**src/hw/rtl/assert_macros.svh**
```systemverilog
// ----------------------------------------------------------------------------
// Assertion macros
// Shared concurrent assertion forms, clocked on clock and quiet in reset.
// ----------------------------------------------------------------------------
`ifndef ASSERT_MACROS_SVH
`define ASSERT_MACROS_SVH

// Condition holds at every edge outside reset.
`define ASSERT_ALWAYS(label, cond, msg) \
   label: assert property (@(posedge clock) disable iff (reset) (cond)) else $error(msg);

// Antecedent implies consequent in the same cycle.
`define ASSERT_IMPLIES(label, ante, cons, msg) \
   label: assert property (@(posedge clock) disable iff (reset) (ante) |-> (cons)) \
      else $error(msg);

// Antecedent implies consequent in the next cycle.
`define ASSERT_NEXT(label, ante, cons, msg) \
   label: assert property (@(posedge clock) disable iff (reset) (ante) |=> (cons)) \
      else $error(msg);

`endif

```
**src/hw/rtl/wsfp_pkg.sv**
```systemverilog
// ----------------------------------------------------------------------------
// wsfp_pkg
// Types and constants shared by the WebSocket frame parser modules.
// ----------------------------------------------------------------------------
`default_nettype none

package wsfp_pkg;

   // Default width of the payload length counter
   localparam int LENGTH_BITS_DEF = 64;

   // Header byte fields
   localparam int FIN_BIT  = 7;
   localparam int MASK_BIT = 7;

   // Seven-bit length codes that announce an extended length
   localparam logic [6:0] LEN_CODE_EXT16 = 7'd126;
   localparam logic [6:0] LEN_CODE_EXT64 = 7'd127;

   // Header bytes still to come in the field after its first byte
   localparam logic [2:0] EXT16_BYTES_LEFT = 3'd1;
   localparam logic [2:0] EXT64_BYTES_LEFT = 3'd7;
   localparam logic [2:0] KEY_BYTES_LEFT   = 3'd3;

   // One result beat
   typedef struct packed {
      logic       valid;
      logic [7:0] payload_byte;
      logic       final_fragment;
      logic [3:0] frame_opcode;
      logic       end_of_frame;
      logic       empty_frame;
   } result_type;

endpackage

`default_nettype wire

```
**src/hw/rtl/wsfp_parse.sv**
```systemverilog
// ----------------------------------------------------------------------------
// wsfp_parse
// Frame state machine: consumes one byte per step and forms the result beat.
// ----------------------------------------------------------------------------
`default_nettype none

`include "assert_macros.svh"

module wsfp_parse #(
   parameter int LENGTH_BITS = wsfp_pkg::LENGTH_BITS_DEF
) (
   input  wire logic                 clock,
   input  wire logic                 reset,
   input  wire logic                 step_en,
   input  wire logic [7:0]           rx_byte,
   output wsfp_pkg::result_type      res
);

   typedef enum logic [2:0] {
      PH_HDR0 = 3'd0,
      PH_HDR1 = 3'd1,
      PH_EXT  = 3'd2,
      PH_KEY  = 3'd3,
      PH_DATA = 3'd4
   } phase_type;

   phase_type              phase_ff, phase_in;
   logic [LENGTH_BITS-1:0] rem_ff, rem_in;
   logic [2:0]             cnt_ff, cnt_in;
   logic [31:0]            key_ff, key_in;
   logic [1:0]             idx_ff, idx_in;
   logic                   masked_ff, masked_in;
   logic                   fin_ff, fin_in;
   logic [3:0]             opcode_ff, opcode_in;

   // Work out next state and the result for the current byte
   always_comb begin
      logic                   len_known;
      logic                   hdr_end;
      logic [LENGTH_BITS-1:0] len_v;
      logic [7:0]             key_byte;

      len_known = 1'b0;
      hdr_end   = 1'b0;
      len_v     = rem_ff;
      key_byte  = 8'h00;

      phase_in  = phase_ff;
      rem_in    = rem_ff;
      cnt_in    = cnt_ff;
      key_in    = key_ff;
      idx_in    = idx_ff;
      masked_in = masked_ff;
      fin_in    = fin_ff;
      opcode_in = opcode_ff;

      res                = '0;
      res.final_fragment = fin_ff;
      res.frame_opcode   = opcode_ff;

      unique case (phase_ff)
         PH_HDR1: begin
            masked_in = rx_byte[wsfp_pkg::MASK_BIT];
            if (rx_byte[6:0] == wsfp_pkg::LEN_CODE_EXT16) begin
               rem_in   = '0;
               cnt_in   = wsfp_pkg::EXT16_BYTES_LEFT;
               phase_in = PH_EXT;
            end else if (rx_byte[6:0] == wsfp_pkg::LEN_CODE_EXT64) begin
               rem_in   = '0;
               cnt_in   = wsfp_pkg::EXT64_BYTES_LEFT;
               phase_in = PH_EXT;
            end else begin
               len_v     = LENGTH_BITS'(rx_byte[6:0]);
               rem_in    = len_v;
               len_known = 1'b1;
            end
         end
         PH_EXT: begin
            len_v  = {rem_ff[LENGTH_BITS-9:0], rx_byte};
            rem_in = len_v;
            if (cnt_ff != 3'd0) begin
               cnt_in = cnt_ff - 3'd1;
            end else begin
               len_known = 1'b1;
            end
         end
         PH_KEY: begin
            key_in = {key_ff[23:0], rx_byte};
            if (cnt_ff != 3'd0) begin
               cnt_in = cnt_ff - 3'd1;
            end else begin
               hdr_end = 1'b1;
            end
         end
         PH_DATA: begin
            case (idx_ff)
               2'd0:    key_byte = key_ff[31:24];
               2'd1:    key_byte = key_ff[23:16];
               2'd2:    key_byte = key_ff[15:8];
               default: key_byte = key_ff[7:0];
            endcase
            if (!masked_ff) begin
               key_byte = 8'h00;
            end
            idx_in           = idx_ff + 2'd1;
            rem_in           = rem_ff - LENGTH_BITS'(1);
            res.valid        = 1'b1;
            res.payload_byte = rx_byte ^ key_byte;
            if (rem_in == '0) begin
               res.end_of_frame = 1'b1;
               phase_in         = PH_HDR0;
            end
         end
         default: begin
            fin_in    = rx_byte[wsfp_pkg::FIN_BIT];
            opcode_in = rx_byte[3:0];
            phase_in  = PH_HDR1;
         end
      endcase

      // Length known: fetch the mask key, or close the header
      if (len_known) begin
         if (masked_in) begin
            cnt_in   = wsfp_pkg::KEY_BYTES_LEFT;
            key_in   = '0;
            phase_in = PH_KEY;
         end else begin
            hdr_end = 1'b1;
         end
      end

      // Header closed: enter payload, or report an empty frame
      if (hdr_end) begin
         idx_in = 2'd0;
         if (len_v == '0) begin
            res.valid        = 1'b1;
            res.end_of_frame = 1'b1;
            res.empty_frame  = 1'b1;
            phase_in         = PH_HDR0;
         end else begin
            phase_in = PH_DATA;
         end
      end
   end

   // Hold parse state; advance on each consumed byte
   always_ff @(posedge clock) begin
      if (reset) begin
         phase_ff  <= PH_HDR0;
         rem_ff    <= '0;
         cnt_ff    <= '0;
         key_ff    <= '0;
         idx_ff    <= '0;
         masked_ff <= 1'b0;
         fin_ff    <= 1'b0;
         opcode_ff <= '0;
      end else if (step_en) begin
         phase_ff  <= phase_in;
         rem_ff    <= rem_in;
         cnt_ff    <= cnt_in;
         key_ff    <= key_in;
         idx_ff    <= idx_in;
         masked_ff <= masked_in;
         fin_ff    <= fin_in;
         opcode_ff <= opcode_in;
      end
   end

   `ASSERT_IMPLIES(a_data_len_nonzero, phase_ff == PH_DATA, rem_ff != '0, "payload phase with zero length")
   `ASSERT_IMPLIES(a_key_count, phase_ff == PH_KEY, cnt_ff <= wsfp_pkg::KEY_BYTES_LEFT, "mask key count out of range")
   `ASSERT_IMPLIES(a_empty_shape, res.valid && res.empty_frame, res.end_of_frame && (res.payload_byte == 8'h00), "empty frame beat malformed")

endmodule

`default_nettype wire

```
**src/hw/rtl/websocket_frame_parser_core.sv**
```systemverilog
// ----------------------------------------------------------------------------
// websocket_frame_parser_core
// Receive-side WebSocket frame parser: byte stream in, unmasked payload out.
// ----------------------------------------------------------------------------
//  channel | ports                                              | direction
//  req     | req_valid, req_stall, req_rx_byte                  | in
//  rsp     | rsp_valid, rsp_stall, rsp_payload_byte,            | out
//          | rsp_final_fragment, rsp_frame_opcode,              |
//          | rsp_end_of_frame, rsp_empty_frame                  |
//
//  One byte per clock sustained while rsp is not stalled; a byte is held in the
//  input register, then the parse step loads its beat into the result register,
//  from which the beat is offered on rsp.
//  Header and mask key bytes give no rsp beat; each payload byte and each
//  empty frame give one.
//  Reset is synchronous and returns the parser to the first header byte.
//  A stalled rsp beat holds; the input register still takes one byte.
// ----------------------------------------------------------------------------
`default_nettype none

`include "assert_macros.svh"

module websocket_frame_parser_core #(
   parameter int LENGTH_BITS = wsfp_pkg::LENGTH_BITS_DEF
) (
   input  wire logic       clock,
   input  wire logic       reset,
   input  wire logic       req_valid,
   output logic            req_stall,
   input  wire logic [7:0] req_rx_byte,
   output logic            rsp_valid,
   input  wire logic       rsp_stall,
   output logic [7:0]      rsp_payload_byte,
   output logic            rsp_final_fragment,
   output logic [3:0]      rsp_frame_opcode,
   output logic            rsp_end_of_frame,
   output logic            rsp_empty_frame
);

   logic                 in_valid_ff;
   logic [7:0]           in_byte_ff;
   logic                 out_valid_ff;
   wsfp_pkg::result_type out_ff;
   wsfp_pkg::result_type step_res;
   logic                 advance;
   logic                 req_take;

   // Parse step runs when the result slot is free or being emptied
   assign advance   = in_valid_ff && (!out_valid_ff || !rsp_stall);
   assign req_stall = in_valid_ff && !advance;
   assign req_take  = req_valid && !req_stall;

   wsfp_parse #(
      .LENGTH_BITS (LENGTH_BITS)
   ) u_parse (
      .clock   (clock),
      .reset   (reset),
      .step_en (advance),
      .rx_byte (in_byte_ff),
      .res     (step_res)
   );

   // Capture an incoming beat; drop the slot once consumed
   always_ff @(posedge clock) begin
      if (reset) begin
         in_valid_ff <= 1'b0;
      end else if (req_take) begin
         in_valid_ff <= 1'b1;
      end else if (advance) begin
         in_valid_ff <= 1'b0;
      end
   end

   always_ff @(posedge clock) begin
      if (req_take) begin
         in_byte_ff <= req_rx_byte;
      end
   end

   // Load the result register; clear it once taken
   always_ff @(posedge clock) begin
      if (reset) begin
         out_valid_ff <= 1'b0;
      end else if (advance) begin
         out_valid_ff <= step_res.valid;
      end else if (!rsp_stall) begin
         out_valid_ff <= 1'b0;
      end
   end

   always_ff @(posedge clock) begin
      if (advance && step_res.valid) begin
         out_ff <= step_res;
      end
   end

   assign rsp_valid          = out_valid_ff;
   assign rsp_payload_byte   = out_ff.payload_byte;
   assign rsp_final_fragment = out_ff.final_fragment;
   assign rsp_frame_opcode   = out_ff.frame_opcode;
   assign rsp_end_of_frame   = out_ff.end_of_frame;
   assign rsp_empty_frame    = out_ff.empty_frame;

   `ASSERT_NEXT(a_in_hold, in_valid_ff && !advance, in_valid_ff && $stable(in_byte_ff), "input slot lost while blocked")
   `ASSERT_IMPLIES(a_full_stalls, in_valid_ff && out_valid_ff && rsp_stall, req_stall, "byte taken with both slots full")
   `ASSERT_NEXT(a_idle_drains, !in_valid_ff && (!out_valid_ff || !rsp_stall), !out_valid_ff, "result appeared without a step")

endmodule

`default_nettype wire

```
**config.mk**
```make
export PLATFORM = sky130hd
export DESIGN_NAME = websocket_frame_parser_core
export DESIGN_NICKNAME = d
export VERILOG_FILES = /design/src/hw/rtl/wsfp_pkg.sv /design/src/hw/rtl/wsfp_parse.sv /design/src/hw/rtl/websocket_frame_parser_core.sv
export VERILOG_INCLUDE_DIRS = /design/src /design/src/hw/rtl
export SDC_FILE = /design/constraint.sdc
export NUM_CORES = 1
export LEC_CHECK = 0
export ABC_AREA = 1
export BUFFER_PORTS_ARGS = -buffer_cell sky130_fd_sc_hd__buf_2
export CAP_MARGIN = 15
export CORE_ASPECT_RATIO = 1.2
export CORE_MARGIN = 3
export CORE_UTILIZATION = 66
export CTS_BUF_LIST = sky130_fd_sc_hd__clkbuf_4
export CTS_CLUSTER_SIZE = 14
export DETAILED_ROUTE_END_ITERATION = 10
export PLACE_DENSITY = 0.86
export SLEW_MARGIN = 25
export SYNTH_ARGS = -nofsm -noshare
export SYNTH_HDL_FRONTEND = slang
export SYNTH_HIERARCHICAL = 1
export SYNTH_SLANG_ARGS = --single-unit
```
**constraint.sdc**
```tcl
create_clock -name clock -period 4.6 [get_ports clock]
set_input_delay 0.92 -clock clock [delete_from_list [all_inputs] [get_ports clock]]
set_output_delay 0.92 -clock clock [all_outputs]
set_load 0.005 [all_outputs]
```
=== Yosys cells after proc, flatten, opt, wreduce, memory -nomap -nowiden ===
Cells that the tools add are included.

* Add/sub/neg operators: 3
* Equal/unequal tests: 9
* Mux-type cells: 47
* Bitwise logic cells: 2
* Reduce and logical (&&, ||, !) cells: 21

{| class="wikitable"
|+ Operator list
! cell !! count
|-
| $mux 64 || 3
|-
| $pmux 64 s3 || 1
|-
| $logic_not 64->1 || 2
|-
| $pmux 64 s2 || 1
|-
| $mux 32 || 3
|-
| $sub 64x1->64 const B || 1
|-
| $mux 3 || 12
|-
| $pmux 8 s3 || 1
|-
| $mux 8 || 2
|-
| $mux 1 || 15
|-
| $eq 7x7->1 const B || 2
|-
| $mux 9 || 1
|-
| $pmux 3 s3 || 1
|-
| $mux 2 || 4
|-
| $xor 8x8->8 || 1
|-
| $mux 7 || 1
|-
| $eq 3x2->1 const B || 2
|-
| $pmux 3 s2 || 1
|-
| $reduce_and 2->1 || 3
|-
| $reduce_bool 3->1 || 2
|-
| $logic_and 1x1->1 || 4
|-
| $logic_not 1->1 || 4
|-
| $reduce_bool 2->1 || 2
|-
| $reduce_or 4->1 || 1
|-
| other kinds (12) || 12
|}

* Register bits after elaboration: 135
* Input port bits: 12
* Logic and storage cells: 98

=== Logic depth before layout (Yosys ltp) ===
* Word-level depth: 9
* Mapped depth: 19
* Mapped depth without buffers: 19

=== Hierarchy ===
Netlist, hierarchy kept.

{| class="wikitable"
|+ By module, submodules not included
! module !! times used !! cells each !! area each (um2)
|-
| wsfp_parse || 1 || 1,292 || 7,822.5
|-
| websocket_frame_parser_core || 1 || 41 || 794.5
|}

=== Worst setup path after synthesis ===
No wires, ideal clock.

* Path kind: register -> register
* Start point: reg in_byte_ff[5]
* End point: reg out_ff, in the netlist rsp_empty_frame (enable)
* Arrival time: 2.302 ns
* Data required time: 4.214 ns
* Path slack: 1.912 ns
* Cell stages (with the launch flop): 15
* Path buffers: 2
* Clock period less this slack: 2.688 ns
* Cells stage by stage: edfxtp_1 -> clkbuf_1 -> nand3_1 -> inv_1 -> nand4_1 -> nand2_1 -> buf_2 -> nor2_1 -> nor3_1 -> nand3_1 -> nand2_1 -> nand3_1 -> nand2_1 -> inv_1 -> nor2_1

{| class="wikitable"
|+ RTL lines
! item !! RTL line !! RTL
|-
| start: declaration || websocket_frame_parser_core.sv:41 || <nowiki>logic [7:0] in_byte_ff;</nowiki>
|-
| start signal: assignment || websocket_frame_parser_core.sv:76 || <nowiki>in_byte_ff <= req_rx_byte;</nowiki>
|-
| end signal: assignment || websocket_frame_parser_core.sv:93 || <nowiki>out_ff <= step_res;</nowiki>
|-
| end: declaration || websocket_frame_parser_core.sv:43 || <nowiki>wsfp_pkg::result_type out_ff;</nowiki>
|}

==> metrics.txt <==
RSZ-0062 raised after global routing=false; ys flop type=dfxtp_1; IO Port Bufs=28; Critical Setup Path Class=flop to flop; drt wl/cell=18.3 um; Skew-Pair Late Insertion Delay=590 ps; Initial Util=0.677; Yosys cell types=45; CTS H-tree depth=4; CP Capture Type=flop; Worst EP required=4880 ps; placed wire-length estimate=19700 um; initial DRC count=1222; leading area contributor after synthesis=dfxtp_1; mux contribution to synthesized area=0; Final Hold Fails=0; DR pass1 iterations=6; Max Fclk=325 MHz; RePlAce Congestion=1.05; commonest cells in the netlist=nand2_1 (341), nor2_1 (210), inv_1 (154); clk buf depth=2; TritonCTS Sinks=135; adder-cell share of the synthesized area=0.0116; # DRC=0; PD cells=375 mW/mm^2; Worst-Margin Slew=865 ps; Final Cycle Share=0.668; Pins Over Slew Limit=0; vias in the first global route=8605; # IOs=29; post-synthesis instance area=0.00862 mm^2; leak pwr=4.25 nW; register area=0.00293 mm^2; count leader, synth=nand2_1; Synth area leaders=dfxtp_1 (26%), nand2_1 (15%), nor2_1 (9.1%); footprint of the multi-input gates=0.00487 mm^2; root buffer cell=clkbuf_4; TritonCTS clock tree=done; min Tclk post-route=3070 ps; Die Width=110 um; largest net degree at the start of global routing=107; Post-Route Skew=30.4 ps; simple-gate share of the synthesized area=0.340; vias per cell=6.25; # Post-CTS Setup Buffers=0; initial antenna violation count=1; worst-path fanout max=15; Post-CTS Hold Buffers=0; pre-CTS WS=1580 ps; CP arrival=3350 ps; layout cells sized above 1=0.0796; Hold/Removal Path Class=flop to flop; Gates resized, CTS repair=0; die height=131 um; Seq/Total Area, Yosys=0.340; Global Route Usage Sum=0.391; total CTS buffers=17; GRT overflow=0; Die ar.=0.0145 mm^2; register bit total from synthesis=135; Cells after Synth=1333; row count=45; number of flops mapped to enable cells by yosys=23; crit start category=flop; syn nets=1353; Worst VDD drop=246 uV; Area Growth Syn to Fin=5.95%; Synth Area in XOR/XNOR=0.00711; Layout Cell Area excl Fill=0.00913 mm^2; Vias=9436; nets=1351; core area=0.0127 mm^2; share of the synthesized area in the top cell type=0.260; routed wire length=27700 um; Setup TNS Final=0 ps; area post-placement=0.00879 mm^2; Ys Warns=6; fraction of registers with async set/reset=0; status=finished clean; Fill cells=1142; Synth Area in Compound Gates=0.204; post-route ant nets=0; reg2reg setup slack=1530 ps; clock-pin slew on the worst setup and hold paths=120 ps; final setup vio count=0; Max-Slew Margin vs Limit=0.423; Max-Cap Viols=0; setup ws final=1530 ps; main combinational cell family by area after synthesis=simple AND/OR/NAND/NOR gates; first-pass GRT wire length=44000 um; Mapped Avg Cell Area=6.46 um^2
==> kinds of logic (layout without fill, tap and decap cells) <==
family	Yosys count	after routing
buffers and inverters	216	227
other	0	1
adder cells (fa/ha/maj)	8	8
AO/OA/AOI/OAI	284	284
flip-flops	135	135
XOR/XNOR	7	7
AND/OR/NAND/NOR	683	683
==> flip-flops by register name, summed over array words and instances, names as in the netlist <==
name                flops
rsp_end_of_frame        1
u_parse/opcode_ff       4
u_parse/masked_ff       1
u_parse/key_ff         32
in_valid_ff             1
rsp_valid               1
u_parse/rem_ff         64
rsp_frame_opcode        4
u_parse/phase_ff        3
rsp_empty_frame         1
in_byte_ff              8
u_parse/fin_ff          1
u_parse/cnt_ff          3
rsp_final_fragment      1
u_parse/idx_ff          2
rsp_payload_byte        8
==> cell usage in the layout, fill, tap and decap left out, types with 4 or more instances in the layout <==
cell type and instances:
nand2_1 339, nor2_1 210, inv_1 153, dfxtp_1 112, a21oi_1 100, o21ai_0 73
nand3_1 60, a221oi_1 52, a211oi_1 43, buf_2 28, edfxtp_1 23, clkbuf_4 17
nand3b_1 14, nor2_4 12, nand4_1 11, nor2_2 8, ha_1 8, nand2_2 7
nor3_1 6, xor2_1 6, buf_4 5, inv_2 5, bufinv_16 4, clkinv_1 4
and2_1 4, a31oi_1 4
==> final timing paths <==
kind	start	to	cells after the start
setup / recovery	in_byte_ff[3]	rsp_frame_opcode[3]	14
hold / removal	u_parse/opcode_ff[1]	rsp_frame_opcode[1]	0
setup reg to reg	in_byte_ff[3]	rsp_frame_opcode[3]	14
hold reg to reg	u_parse/opcode_ff[1]	rsp_frame_opcode[1]	0
==> worst max-delay path: stages, from the launching register on <==
cell and delay (ps):
edfxtp_1 580, nand2_1 130, inv_1 60, nand4_1 150, nand2_1 270, nor2_1 250
a21oi_2 80, o21ai_1 280, o21ai_0 140, nor2_1 130, nand3_1 170, nand2_1 100
inv_1 70, nor2_1 100, buf_4 240
==> power breakdown <==
part | switching, W | internal (W) | leakage, nW | total (W)
registers | 0.0000552 | 0.00124 | 1.14 | 0.00129
logic | 0.000862 | 0.000350 | 2.93 | 0.00121
clock network | 0.000483 | 0.000433 | 0.174 | 0.000917
total | 0.00140 | 0.00202 | 4.25 | 0.00342
==> per-stage QoR <==
stage	instances	power [W]	hold slack [ps]	utilization
after global routing	1509	0.00361	455	0.718
after floorplan	1333	0.00216	408	-
after detailed placement	1476	0.00248	416	0.691
final	1509	0.00342	444	0.718
after global placement	1476	0.00246	413	0.691
after CTS	1508	0.00338	444	0.716
==> layer usage <==
metal / vias up / share of wire / GRT usage
met4: 0 / 0.078 / 0.256
met5: - / 0 / 0
li1: 4438 / - / -
met2: 564 / 0.47 / 0.625
met1: 4279 / 0.36 / 0.463
met3: 155 / 0.089 / 0.0860
==> layout make-up <==
type	instances	share of cell area
inverters	161	0.0662
repair buffers	34	0.0207
multi-input cells	982	0.533
diodes	1	0.000274
well taps	164	0.0225
clock buffers	17	0.0140
clock inverters	15	0.0218
flip-flops and latches	135	0.321
Power figures use the tool's default switching activity.
